[src/hdl/ucdc_pkg.sv]
// Package: types, constants and descriptor ROM for the CDC control endpoint.
`timescale 1ns / 1ps
`default_nettype none
package ucdc_pkg;

    localparam int MaxPacketDefault = 64;

    typedef enum logic [1:0] {
        FUNC_SETUP  = 2'd0,
        FUNC_OUT    = 2'd1,
        FUNC_IN_CPL = 2'd2,
        FUNC_BUSRST = 2'd3
    } t_func;

    typedef enum logic [2:0] {
        ACT_DATA  = 3'd0,
        ACT_ZLP   = 3'd1,
        ACT_ARM0  = 3'd2,
        ACT_ARM1  = 3'd3,
        ACT_ADDR  = 3'd4,
        ACT_NONE  = 3'd5
    } t_action;

    typedef enum logic [2:0] {
        SRC_DEV  = 3'd0,
        SRC_CFG  = 3'd1,
        SRC_S0   = 3'd2,
        SRC_S1   = 3'd3,
        SRC_S2   = 3'd4,
        SRC_STAT = 3'd5,
        SRC_CFGB = 3'd6,
        SRC_LC   = 3'd7
    } t_src;

    localparam logic [7:0] REQ_GET_STATUS  = 8'h00;
    localparam logic [7:0] REQ_SET_ADDRESS = 8'h05;
    localparam logic [7:0] REQ_GET_DESC    = 8'h06;
    localparam logic [7:0] REQ_GET_CONFIG  = 8'h08;
    localparam logic [7:0] REQ_SET_CONFIG  = 8'h09;
    localparam logic [7:0] REQ_SET_LC      = 8'h20;
    localparam logic [7:0] REQ_GET_LC      = 8'h21;
    localparam logic [7:0] REQ_SET_CLS     = 8'h22;
    localparam logic [7:0] DT_DEVICE       = 8'h01;
    localparam logic [7:0] DT_CONFIG       = 8'h02;
    localparam logic [7:0] DT_STRING       = 8'h03;
    localparam logic [55:0] LC_RESET       = 56'h08_0000_0001_C200;

    typedef struct packed {
        logic [55:0] out_bytes;
        logic [6:0]  out_count;
        logic [15:0] request_length;
        logic [15:0] request_value;
        logic [7:0]  request_code;
        logic [7:0]  request_type;
        logic [1:0]  func;
    } t_req;

    typedef struct packed {
        logic [2:0]  action;
        logic [63:0] data_word;
        logic [3:0]  byte_count;
        logic        packet_end;
        logic [6:0]  device_address;
        logic        configured;
        logic [1:0]  ctrl_lines;
        logic        last;
    } t_res;

    function automatic logic [7:0] rom_byte(input logic [2:0] src, input logic [6:0] i);
        logic [7:0] b;
        b = 8'h00;
        unique case (src)
            SRC_DEV: begin
                unique case (i)
                    7'd0: b = 8'h12; 7'd1: b = 8'h01; 7'd2: b = 8'h00; 7'd3: b = 8'h02;
                    7'd4: b = 8'hEF; 7'd5: b = 8'h02; 7'd6: b = 8'h01; 7'd7: b = 8'h40;
                    7'd8: b = 8'h83; 7'd9: b = 8'h04; 7'd10: b = 8'h40; 7'd11: b = 8'h57;
                    7'd12: b = 8'h00; 7'd13: b = 8'h02; 7'd14: b = 8'h01; 7'd15: b = 8'h02;
                    7'd16: b = 8'h03; 7'd17: b = 8'h01;
                    default: b = 8'h00;
                endcase
            end
            SRC_CFG: begin
                unique case (i)
                    7'd0: b = 8'h09; 7'd1: b = 8'h02; 7'd2: b = 8'h4B; 7'd3: b = 8'h00;
                    7'd4: b = 8'h02; 7'd5: b = 8'h01; 7'd6: b = 8'h00; 7'd7: b = 8'hC0;
                    7'd8: b = 8'h32;
                    7'd9: b = 8'h08; 7'd10: b = 8'h0B; 7'd11: b = 8'h00; 7'd12: b = 8'h02;
                    7'd13: b = 8'h02; 7'd14: b = 8'h02; 7'd15: b = 8'h00; 7'd16: b = 8'h00;
                    7'd17: b = 8'h09; 7'd18: b = 8'h04; 7'd19: b = 8'h00; 7'd20: b = 8'h00;
                    7'd21: b = 8'h01; 7'd22: b = 8'h02; 7'd23: b = 8'h02; 7'd24: b = 8'h00;
                    7'd25: b = 8'h00;
                    7'd26: b = 8'h05; 7'd27: b = 8'h24; 7'd28: b = 8'h00; 7'd29: b = 8'h10;
                    7'd30: b = 8'h01;
                    7'd31: b = 8'h04; 7'd32: b = 8'h24; 7'd33: b = 8'h02; 7'd34: b = 8'h02;
                    7'd35: b = 8'h05; 7'd36: b = 8'h24; 7'd37: b = 8'h06; 7'd38: b = 8'h00;
                    7'd39: b = 8'h01;
                    7'd40: b = 8'h05; 7'd41: b = 8'h24; 7'd42: b = 8'h01; 7'd43: b = 8'h00;
                    7'd44: b = 8'h01;
                    7'd45: b = 8'h07; 7'd46: b = 8'h05; 7'd47: b = 8'h82; 7'd48: b = 8'h03;
                    7'd49: b = 8'h0A; 7'd50: b = 8'h00; 7'd51: b = 8'h10;
                    7'd52: b = 8'h09; 7'd53: b = 8'h04; 7'd54: b = 8'h01; 7'd55: b = 8'h00;
                    7'd56: b = 8'h02; 7'd57: b = 8'h0A; 7'd58: b = 8'h00; 7'd59: b = 8'h00;
                    7'd60: b = 8'h00;
                    7'd61: b = 8'h07; 7'd62: b = 8'h05; 7'd63: b = 8'h01; 7'd64: b = 8'h02;
                    7'd65: b = 8'h40; 7'd66: b = 8'h00; 7'd67: b = 8'h00;
                    7'd68: b = 8'h07; 7'd69: b = 8'h05; 7'd70: b = 8'h81; 7'd71: b = 8'h02;
                    7'd72: b = 8'h40; 7'd73: b = 8'h00; 7'd74: b = 8'h00;
                    default: b = 8'h00;
                endcase
            end
            SRC_S0: begin
                unique case (i)
                    7'd0: b = 8'h04; 7'd1: b = 8'h03; 7'd2: b = 8'h09; 7'd3: b = 8'h04;
                    default: b = 8'h00;
                endcase
            end
            SRC_S1: begin
                unique case (i)
                    7'd0: b = 8'h12; 7'd1: b = 8'h03; 7'd2: b = 8'h6A; 7'd4: b = 8'h6F;
                    7'd6: b = 8'h63; 7'd8: b = 8'h2D; 7'd10: b = 8'h62; 7'd12: b = 8'h61;
                    7'd14: b = 8'h73; 7'd16: b = 8'h65;
                    default: b = 8'h00;
                endcase
            end
            SRC_S2: begin
                unique case (i)
                    7'd0: b = 8'h10; 7'd1: b = 8'h03; 7'd2: b = 8'h43; 7'd4: b = 8'h44;
                    7'd6: b = 8'h43; 7'd8: b = 8'h2D; 7'd10: b = 8'h41; 7'd12: b = 8'h43;
                    7'd14: b = 8'h4D;
                    default: b = 8'h00;
                endcase
            end
            default: b = 8'h00;
        endcase
        return b;
    endfunction

endpackage
`default_nettype wire

[src/hdl/ucdc_if.sv]
// Valid/ready stream interfaces for requests and results.
`timescale 1ns / 1ps
`default_nettype none
interface ucdc_req_if;
    logic             valid;
    logic             ready;
    ucdc_pkg::t_req   data;
    modport source (output valid, output data, input ready);
    modport sink   (input valid, input data, output ready);
endinterface

interface ucdc_res_if;
    logic             valid;
    logic             ready;
    ucdc_pkg::t_res   data;
    modport source (output valid, output data, input ready);
    modport sink   (input valid, input data, output ready);
endinterface
`default_nettype wire

[src/hdl/usb_cdc_control_endpoint_unit.sv]
// Top level: USB CDC-ACM endpoint-0 control responder with a byte-serial packer.
//
//  channel   dir  handshake          payload
//  i_req     in   valid/ready        t_req (func, setup fields, out data)
//  o_res     out  valid/ready        t_res (action, word, flags, last)
//
// A request is registered, decoded in S_DECODE, then results leave one at a time.
// Each data word is assembled by one shared ROM byte port, one byte per cycle:
// S_WORD starts the word, S_BYTE gathers its bytes and S_EMIT presents it.
// Requests with only queued actions go from S_DECODE through S_WORD to S_TAIL, which
// presents one result per queued action.
// Stalls on o_res hold the sequencer.
// Synchronous active-low reset restores line coding and clears the FSM, counters and flags.
`timescale 1ns / 1ps
`default_nettype none
module usb_cdc_control_endpoint_unit #(
    parameter int MAX_PACKET = ucdc_pkg::MaxPacketDefault
) (
    input  wire          i_clk,
    input  wire          i_rst_n,
    ucdc_req_if.sink     i_req,
    ucdc_res_if.source   o_res
);
    localparam int Cw = $clog2(MAX_PACKET + 1);

    typedef enum logic [2:0] {
        S_IDLE, S_DECODE, S_BYTE, S_WORD, S_TAIL, S_EMIT
    } t_state;

    t_state      r_state;
    ucdc_pkg::t_req r_req;
    logic [6:0]  r_pend_addr;
    logic [7:0]  r_cfg_val;
    logic [55:0] r_lc;
    logic [1:0]  r_lines;
    logic        r_out_pend;
    logic [2:0]  r_src;
    logic [6:0]  r_rem, r_off;
    logic [Cw-1:0] r_chunk_left;
    logic [3:0]  r_bidx, r_bcnt;
    logic [63:0] r_word;
    // queued trailing actions, up to 2
    logic [2:0]  r_q [2];
    logic [6:0]  r_q_addr;
    logic [1:0]  r_qn;
    logic        r_valid;
    ucdc_pkg::t_res r_out;

    logic [7:0]  w_byte;
    logic [6:0]  w_clip;
    logic [2:0]  w_dsrc;
    logic        w_dok;
    logic        w_load;

    always_comb begin
        unique case (r_src)
            ucdc_pkg::SRC_CFGB: w_byte = (r_off == 7'd0 && r_cfg_val != 8'd0) ? 8'd1 : 8'd0;
            ucdc_pkg::SRC_LC:   w_byte = (r_off < 7'd7) ? r_lc[{r_off[2:0], 3'b000} +: 8]
                                                        : 8'd0;
            default:            w_byte = ucdc_pkg::rom_byte(r_src, r_off);
        endcase
    end

    // descriptor selection and clipping
    always_comb begin
        logic [6:0] n;
        n = 7'd0;
        w_dok = 1'b1;
        w_dsrc = ucdc_pkg::SRC_DEV;
        if (r_req.request_value[15:8] == ucdc_pkg::DT_DEVICE) begin
            n = 7'd18; w_dsrc = ucdc_pkg::SRC_DEV;
        end else if (r_req.request_value[15:8] == ucdc_pkg::DT_CONFIG) begin
            n = 7'd75; w_dsrc = ucdc_pkg::SRC_CFG;
        end else if (r_req.request_value[15:8] == ucdc_pkg::DT_STRING
                     && r_req.request_value[7:0] == 8'd0) begin
            n = 7'd4; w_dsrc = ucdc_pkg::SRC_S0;
        end else if (r_req.request_value[15:8] == ucdc_pkg::DT_STRING
                     && r_req.request_value[7:0] == 8'd1) begin
            n = 7'd18; w_dsrc = ucdc_pkg::SRC_S1;
        end else if (r_req.request_value[15:8] == ucdc_pkg::DT_STRING
                     && r_req.request_value[7:0] == 8'd2) begin
            n = 7'd16; w_dsrc = ucdc_pkg::SRC_S2;
        end else begin
            w_dok = 1'b0;
        end
        w_clip = ({9'd0, n} < r_req.request_length) ? n : r_req.request_length[6:0];
    end

    assign i_req.ready = (r_state == S_IDLE);
    assign o_res.valid = r_valid;
    assign w_load = ((r_state == S_EMIT) || (r_state == S_TAIL && r_qn != 2'd0))
                    && (!r_valid || o_res.ready);
    always_comb begin
        o_res.data = r_out;
        o_res.data.configured = (r_cfg_val != 8'd0);
        o_res.data.ctrl_lines = r_lines;
    end

    function automatic logic [Cw-1:0] min_chunk(input logic [6:0] rem);
        return ({{(Cw > 7 ? Cw - 7 : 0){1'b0}}, rem} < (Cw+7)'(MAX_PACKET))
               ? Cw'(rem) : Cw'(MAX_PACKET);
    endfunction

    always_ff @(posedge i_clk) begin
        if (!i_rst_n) begin
            r_state <= S_IDLE;
            r_pend_addr <= '0;
            r_cfg_val <= '0;
            r_lc <= ucdc_pkg::LC_RESET;
            r_lines <= '0;
            r_out_pend <= 1'b0;
            r_src <= '0;
            r_rem <= '0;
            r_off <= '0;
            r_qn <= '0;
            r_valid <= 1'b0;
            r_chunk_left <= '0;
        end else begin
            if (r_valid && o_res.ready && !w_load) r_valid <= 1'b0;
            unique case (r_state)
                S_IDLE: begin
                    if (i_req.valid) begin
                        r_req <= i_req.data;
                        r_state <= S_DECODE;
                    end
                end
                S_DECODE: begin
                    // plan: start data (r_chunk_left>0) and/or queue actions
                    logic       send;
                    logic [2:0] ssrc;
                    logic [6:0] slen;
                    logic [Cw-1:0] ch;
                    send = 1'b0; ssrc = '0; slen = '0; ch = '0;
                    unique case (ucdc_pkg::t_func'(r_req.func))
                        ucdc_pkg::FUNC_SETUP: begin
                            if (r_req.request_type[6:5] == 2'd0) begin
                                priority if (r_req.request_code == ucdc_pkg::REQ_GET_STATUS) begin
                                    send = 1'b1; ssrc = ucdc_pkg::SRC_STAT; slen = 7'd2;
                                end else if (r_req.request_code == ucdc_pkg::REQ_SET_ADDRESS) begin
                                    r_pend_addr <= r_req.request_value[6:0];
                                    r_q[0] <= ucdc_pkg::ACT_ZLP; r_qn <= 2'd1;
                                end else if (r_req.request_code == ucdc_pkg::REQ_GET_DESC) begin
                                    if (w_dok) begin
                                        send = 1'b1; ssrc = w_dsrc; slen = w_clip;
                                    end else begin
                                        r_q[0] <= ucdc_pkg::ACT_ZLP; r_qn <= 2'd1;
                                    end
                                end else if (r_req.request_code == ucdc_pkg::REQ_GET_CONFIG) begin
                                    send = 1'b1; ssrc = ucdc_pkg::SRC_CFGB; slen = 7'd1;
                                end else if (r_req.request_code == ucdc_pkg::REQ_SET_CONFIG) begin
                                    r_cfg_val <= r_req.request_value[7:0];
                                    r_q[0] <= ucdc_pkg::ACT_ARM1;
                                    r_q[1] <= ucdc_pkg::ACT_ZLP; r_qn <= 2'd2;
                                end else begin
                                    r_q[0] <= ucdc_pkg::ACT_ZLP; r_qn <= 2'd1;
                                end
                            end else if (r_req.request_type[6:5] == 2'd1
                                         && r_req.request_type[4:0] == 5'd1) begin
                                priority if (r_req.request_code == ucdc_pkg::REQ_SET_LC) begin
                                    r_out_pend <= 1'b1;
                                    r_q[0] <= ucdc_pkg::ACT_ARM0; r_qn <= 2'd1;
                                end else if (r_req.request_code == ucdc_pkg::REQ_GET_LC) begin
                                    send = 1'b1; ssrc = ucdc_pkg::SRC_LC; slen = 7'd7;
                                end else if (r_req.request_code == ucdc_pkg::REQ_SET_CLS) begin
                                    r_lines <= r_req.request_value[1:0];
                                    r_q[0] <= ucdc_pkg::ACT_ZLP; r_qn <= 2'd1;
                                end else begin
                                    r_q[0] <= ucdc_pkg::ACT_ZLP; r_qn <= 2'd1;
                                end
                            end else begin
                                r_q[0] <= ucdc_pkg::ACT_ZLP; r_qn <= 2'd1;
                            end
                        end
                        ucdc_pkg::FUNC_OUT: begin
                            if (r_out_pend && r_req.out_count == 7'd7) begin
                                r_lc <= r_req.out_bytes;
                                r_out_pend <= 1'b0;
                                r_q[0] <= ucdc_pkg::ACT_ZLP;
                            end else begin
                                r_q[0] <= ucdc_pkg::ACT_NONE;
                            end
                            r_qn <= 2'd1;
                        end
                        ucdc_pkg::FUNC_IN_CPL: begin
                            if (r_rem != 7'd0) begin
                                ch = min_chunk(r_rem);
                                r_chunk_left <= ch;
                                r_rem <= r_rem - 7'(ch);
                                if (r_rem == 7'(ch)) begin
                                    // a full final packet means the total is a packet multiple
                                    if (ch == Cw'(MAX_PACKET)) begin
                                        r_q[0] <= ucdc_pkg::ACT_ZLP;
                                        r_q[1] <= ucdc_pkg::ACT_ARM0; r_qn <= 2'd2;
                                    end else begin
                                        r_q[0] <= ucdc_pkg::ACT_ARM0; r_qn <= 2'd1;
                                    end
                                end
                            end else if (r_pend_addr != 7'd0) begin
                                r_q[0] <= ucdc_pkg::ACT_ADDR; r_q_addr <= r_pend_addr;
                                r_q[1] <= ucdc_pkg::ACT_ARM0; r_qn <= 2'd2;
                                r_pend_addr <= '0;
                            end else begin
                                r_q[0] <= ucdc_pkg::ACT_ARM0; r_qn <= 2'd1;
                            end
                        end
                        default: begin
                            r_pend_addr <= '0;
                            r_cfg_val <= '0;
                            r_rem <= '0;
                            r_q[0] <= ucdc_pkg::ACT_ADDR; r_q_addr <= '0;
                            r_q[1] <= ucdc_pkg::ACT_ARM0; r_qn <= 2'd2;
                        end
                    endcase
                    if (send) begin
                        ch = min_chunk(slen);
                        r_src <= ssrc;
                        r_rem <= slen - 7'(ch);
                        r_off <= '0;
                        r_chunk_left <= ch;
                        if (slen == 7'd0) begin
                            r_q[0] <= ucdc_pkg::ACT_ZLP;
                            r_q[1] <= ucdc_pkg::ACT_ARM0; r_qn <= 2'd2;
                        end else if (slen == 7'(ch)) begin
                            r_q[0] <= ucdc_pkg::ACT_ARM0; r_qn <= 2'd1;
                        end
                    end
                    r_word <= '0;
                    r_bidx <= '0;
                    r_state <= S_WORD;
                end
                S_WORD: begin
                    // start next word or drain the queue
                    r_word <= '0;
                    r_bidx <= '0;
                    if (r_chunk_left != '0) begin
                        r_bcnt <= (r_chunk_left < Cw'(8)) ? 4'(r_chunk_left) : 4'd8;
                        r_state <= S_BYTE;
                    end else begin
                        r_state <= S_TAIL;
                    end
                end
                S_BYTE: begin
                    r_word[{r_bidx[2:0], 3'b000} +: 8] <= w_byte;
                    r_off <= r_off + 7'd1;
                    r_bidx <= r_bidx + 4'd1;
                    if (r_bidx + 4'd1 == r_bcnt) r_state <= S_EMIT;
                end
                S_EMIT: begin
                    if (!r_valid || o_res.ready) begin
                        r_valid <= 1'b1;
                        r_out.action <= ucdc_pkg::ACT_DATA;
                        r_out.data_word <= r_word;
                        r_out.byte_count <= r_bcnt;
                        r_out.packet_end <= (r_chunk_left == Cw'(r_bcnt));
                        r_out.device_address <= '0;
                        r_out.configured <= 1'b0;
                        r_out.ctrl_lines <= '0;
                        r_out.last <= (r_chunk_left == Cw'(r_bcnt)) && (r_qn == 2'd0);
                        r_chunk_left <= r_chunk_left - Cw'(r_bcnt);
                        r_state <= S_WORD;
                    end
                end
                S_TAIL: begin
                    if (r_qn == 2'd0) begin
                        if (!r_valid || o_res.ready) r_state <= S_IDLE;
                    end else if (!r_valid || o_res.ready) begin
                        r_valid <= 1'b1;
                        r_out.action <= r_q[0];
                        r_out.data_word <= '0;
                        r_out.byte_count <= '0;
                        r_out.packet_end <= 1'b0;
                        r_out.device_address <= (r_q[0] == ucdc_pkg::ACT_ADDR) ? r_q_addr : 7'd0;
                        r_out.configured <= 1'b0;
                        r_out.ctrl_lines <= '0;
                        r_out.last <= (r_qn == 2'd1);
                        r_q[0] <= r_q[1];
                        r_qn <= r_qn - 2'd1;
                    end
                end
                default: r_state <= S_IDLE;
            endcase
        end
    end

`ifndef SYNTHESIS
    a_no_accept_busy: assert property (@(posedge i_clk) disable iff (!i_rst_n)
        (r_state != S_IDLE) |-> !i_req.ready) else $error("accept while busy");
    a_hold: assert property (@(posedge i_clk) disable iff (!i_rst_n)
        (o_res.valid && !o_res.ready) |=> (o_res.valid && $stable(r_out)))
        else $error("result dropped");
    a_cnt: assert property (@(posedge i_clk) disable iff (!i_rst_n)
        (o_res.valid && r_out.action == ucdc_pkg::ACT_DATA) |->
        (r_out.byte_count != 4'd0 && r_out.byte_count <= 4'd8))
        else $error("bad byte count");
`endif

endmodule
`default_nettype wire
[src/flat_wrapper.sv]
// flat-port wrapper written by rule: the top's interface ports become plain ports
module usb_cdc_control_endpoint_unit_flat 
#(
    parameter int MAX_PACKET = ucdc_pkg::MaxPacketDefault
)
  (i_clk, i_rst_n, i_req_valid, i_req_data, i_req_ready, o_res_valid, o_res_data, o_res_ready);
  ucdc_req_if i_req_i ();
  ucdc_res_if o_res_i ();
  input  wire i_clk;
  input  wire i_rst_n;
  input wire logic [$bits(i_req_i.valid)-1:0] i_req_valid;
  input wire logic [$bits(i_req_i.data)-1:0] i_req_data;
  output wire logic [$bits(i_req_i.ready)-1:0] i_req_ready;
  output wire logic [$bits(o_res_i.valid)-1:0] o_res_valid;
  output wire logic [$bits(o_res_i.data)-1:0] o_res_data;
  input wire logic [$bits(o_res_i.ready)-1:0] o_res_ready;
  assign i_req_i.valid = i_req_valid;
  assign i_req_i.data = i_req_data;
  assign i_req_ready = i_req_i.ready;
  assign o_res_valid = o_res_i.valid;
  assign o_res_data = o_res_i.data;
  assign o_res_i.ready = o_res_ready;
  usb_cdc_control_endpoint_unit #(.MAX_PACKET(MAX_PACKET)) u_core (.i_clk(i_clk), .i_rst_n(i_rst_n), .i_req(i_req_i), .o_res(o_res_i));
endmodule
[config.mk]
export PLATFORM = sky130hd
export DESIGN_NAME = usb_cdc_control_endpoint_unit_flat
export DESIGN_NICKNAME = d
export VERILOG_FILES = /design/src/hdl/ucdc_pkg.sv /design/src/hdl/ucdc_if.sv /design/src/hdl/usb_cdc_control_endpoint_unit.sv /design/src/flat_wrapper.sv
export SDC_FILE = /design/constraint.sdc
export NUM_CORES = 1
export LEC_CHECK = 0
export BUFFER_PORTS_ARGS = -buffer_cell sky130_fd_sc_hd__buf_2
export CAP_MARGIN = 20
export CORE_MARGIN = 2
export CORE_UTILIZATION = 55
export CTS_BUF_LIST = sky130_fd_sc_hd__clkbuf_8 sky130_fd_sc_hd__clkbuf_16
export DETAILED_ROUTE_END_ITERATION = 10
export PLACE_DENSITY = 0.75
export SLEW_MARGIN = 10
export SYNTH_ARGS = -nofsm -noshare
export SYNTH_HDL_FRONTEND = slang
export SYNTH_SLANG_ARGS = --single-unit
export TNS_END_PERCENT = 1
[constraint.sdc]
create_clock -name i_clk -period 11.69 [get_ports i_clk]
set_clock_uncertainty 0.15 [all_clocks]
set_input_delay 0.5845 -clock i_clk [delete_from_list [all_inputs] [get_ports i_clk]]
set_output_delay 0.5845 -clock i_clk [all_outputs]
set_load 0.01 [all_outputs]
==> impl_metrics.yaml <==
timing:
  min_period_over_period_pct: 40.5
  fmax_mhz: 211
  max_slew.worst_pin.slew_ps: 1100
  rsz0062_at_grt: "false"
  setup-violations-final: 0
  period_needed_ps: 4730
  slew_headroom_pct: 26.1
  setup_tns_ps: 0
  maxSlewViolCount: 0
  finalHoldViolCount: 0
  holdWs_ps: 67.5
critical_path:
  worstReg2RegEnd: "u_core.r_q[0][0]$_DFFE_PP_"
  cp.required_ps: 11770
  r2r_setup_slack_ps: 6960
  reg2reg_depth: 13
  path_max_fanout: 8
  startpoint_type: "flop"
  arrival_ps: 4810
  critPathCaptureType: "flop"
  r2r-start: "u_core.r_req[31]$_DFFE_PP_"
  criticalPathCategory: "reg2reg"
finish:
  fillerInstances: 2607
  syn_to_final_growth_pct: 15.0
  fin_area_mm2: 0.0214
  final_cells: 2381
  diodes: 0
  layout-drive-gt1-share_pct: 18.0
  nets: 2049
power:
  powerDensity_mw_per_mm2: 171
  seqPwrFrac_pct: 48.1
  p_int_mw: 2.68
  clockPowerShare_pct: 37.4
  sw_frac_of_total_pct: 26.5
  switchingPower_mw: 0.966
  comb_power_share_pct: 14.5
  p_leak_nw: 7.90
  ir_drop_uv: 147
yosys:
  synth_area_mm2: 0.0186
  async_flop_share_pct: 0
  ys_seq_area_share_pct: 58.9
  synth-edff-count: 276
  ys_seq_elements: 409
  yosys.area.top_type: "edfxtp_1"
  synth_area_leaders: "edfxtp_1, dfxtp_1, nand2_1"
  synthSimpleGateAreaFrac_pct: 19.4
  synth-compound-area-share_pct: 12.2
  synth_warnings: 0
  synthesis.nets: 1884
  muxShareOfSynthArea_pct: 3.78
  synth_top_family_by_area: "simple AND/OR/NAND/NOR gates"
  synth_fa_ha_area_share_pct: 2.26
  synthCells: 1734
  synth_xor_area_share_pct: 0.565
  synth_cell_types: 100
  synth-main-ff-cell: "edfxtp_1"
  postSynthAreaPerCell_um2: 10.7
  synth_top_area_share_pct: 44.6
grt:
  track_usage_pct: 23.9
  antenna_found_initial: 0
  grt-ovfl-total: 0
  grt_pass1_vias: 12800
  grt_max_degree: 81
  grt_pass1_wl_um: 67700
worst_hold_path:
  hp-start: "i_req_data[23]"
  holdPathEnd: "u_core.r_req[23]$_DFFE_PP_"
  hp-class: "in2reg"
  whs_path_depth: 1
drt:
  ant_nets: 0
  vias: 13700
  wl_per_cell_um: 17.8
  routed_via_density: 5.76
  drc: 0
  drt_iter0_drc: 1118
  wl_um: 42400
  first_pass_iters: 5
floorplanning:
  start_util_pct: 55.6
  die_x_um: 188
  fp.dieArea_mm2: 0.0353
  pin_count: 202
  core_area_mm2: 0.0334
  num_rows: 67
  die_y_um: 188
placement:
  hpwl_um: 29500
  place_area_mm2: 0.0199
  io_buffers: 200
  dp.cells: 2302
  gp_congestion: 0.920
clocking:
  clock-sinks: 409
  post-cts-setup-buffer-count: 0
  ctsHoldBuffers: 0
  cts_buffers: 42
  cts_tree: "built"
  cts_resized: 0
  path_clk_slew_ps: 60
  clock_path_buffers: 3
  root_buffer: "clkbuf_16"
  htree_levels: 2
  clk-insertion-delay-late_ps: 550
status:
  status: "completed"
job:
  cap_viol_max_count: 0
-- placed cells by master, fill, tap and decap left out, types with 11 or more instances in the layout --
cell	instances
edfxtp_1	276
nand2_1	241
buf_2	200
nor2_1	187
a21oi_1	143
dfxtp_1	133
and2_1	91
nand3_1	66
mux2i_1	50
clkbuf_16	44
inv_1	42
o21ai_0	41
nor3_1	33
ha_1	32
a211oi_1	26
buf_4	18
a22oi_1	15
o211ai_1	14
nor2b_1	14
nor4_1	13
or3_1	12
a31oi_1	11
-- power groups by stage --
stage | combinational (mW) | sequential [mW] | clock [mW]
after floorplan | 0.374 | 1.77 | 0
after detailed placement | 0.521 | 1.78 | 0
after global placement | 0.513 | 1.78 | 0
final | 0.528 | 1.76 | 1.37
after CTS | 0.524 | 1.75 | 1.39
after global routing | 0.580 | 1.77 | 1.45
-- cell families (layout without fill, tap and decap cells) --
group	Yosys count	count (layout)
XOR/XNOR	12	12
buffers and inverters	137	336
adder cells (fa/ha/maj)	33	33
flip-flops	409	409
AO/OA/AOI/OAI	338	338
multiplexers	60	60
AND/OR/NAND/NOR	744	744
other	1	1
-- metrics by stage --
step | setup WS (ps) | total power, mW | util [%]
6_report | 6960 | 3.65 | 63.9
5_1_grt | 6640 | 3.80 | 63.9
4_1_cts | 7010 | 3.66 | 63.9
3_5_place_dp | 7050 | 2.31 | 59.6
2_1_floorplan | 5430 | 2.15 | -
3_3_place_gp | 7210 | 2.29 | 59.6
-- flip-flops by register name, summed over array words and instances, names as in the netlist, 8 cells and up, named ones only --
register / count
u_core.r_req: 112
u_core.r_lc: 56
u_core.o_res.data: 80
u_core.r_cfg_val: 8
u_core.r_word: 64
-- critical path, cell delays in order, from the launching register on --
cell and delay (ps):
edfxtp_1 410, nor4_4 420, o211ai_1 360, nor2_1 330, ha_1 280, o211a_1 230, a211oi_1 240, a211oi_2 140
o21ai_2 330, mux2_2 380, a2111oi_0 480, a21boi_1 230, o21ai_2 230, nand2b_1 210
-- cells in the mapped netlist (4+ instances only) --
master     count
edfxtp_1     276
nand2_1      241
nor2_1       188
a21oi_1      143
dfxtp_1      133
and2_1        92
clkbuf_1      79
nand3_1       66
mux2i_1       50
o21ai_0       41
inv_1         35
nor3_1        34
ha_1          32
a211oi_1      26
a22oi_1       15
nor2b_1       14
nor4_1        14
o211ai_1      14
or3_1         12
a31oi_1       11
and3_1        11
buf_1         10
nand2b_1      10
mux4_2         8
or2_2          8
or4_1          8
a2111oi_0      7
a221oi_1       7
buf_2          7
nand4_1        7
xor2_1         7
nand3b_1       6
nor4b_1        6
o22ai_1        6
nor3b_1        5
xnor2_1        5
o31ai_1        4
o32ai_1        4
-- worst max-delay path by stage --
| stage | start | endpoint | slack (ps) |
|---|---|---|---|
| 2_1_floorplan | i_rst_n | u_core.r_bidx[0]$_SDFFCE_PN0P_ | 5430 |
| 3_3_place_gp | u_core.r_state[2]$_SDFFE_PN0P_ | flop | 7210 |
| 3_5_place_dp | u_core.r_req[31]$_DFFE_PP_ | u_core.r_q[0][1]$_DFFE_PP_ | 7050 |
| 4_1_cts | u_core.r_req[31]$_DFFE_PP_ | u_core.r_q[0][0]$_DFFE_PP_ | 7010 |
| 5_1_grt | u_core.r_req[31]$_DFFE_PP_ | u_core.r_q[0][0]$_DFFE_PP_ | 6640 |
| 6_report | u_core.r_req[31]$_DFFE_PP_ | u_core.r_q[0][0]$_DFFE_PP_ | 6960 |
-- area by class of cell --
class / instances / area (um^2) / area share (%)
Timing Repair Buffer: 219 / 1140 / 5.35
Inverter: 39 / 149 / 0.696
Multi-Input combinational cell: 1188 / 7140 / 33.4
Clock buffer: 50 / 1180 / 5.53
Sequential cell: 409 / 11000 / 51.2
Tap cell: 448 / 561 / 2.62
Clock inverter: 28 / 265 / 1.24
-- per-layer routing --
metal	part of all wire, %	wire (um)	GRT usage, %	vias to the layer above
li1	-	-	-	6610
met1	44	18800	34.6	6442
met2	46	19300	37.3	590
met3	7.1	3030	3.37	84
met4	2.9	1210	7.60	0
met5	0	0	0	-
No activity file was read; power rests on OpenSTA's default activity.
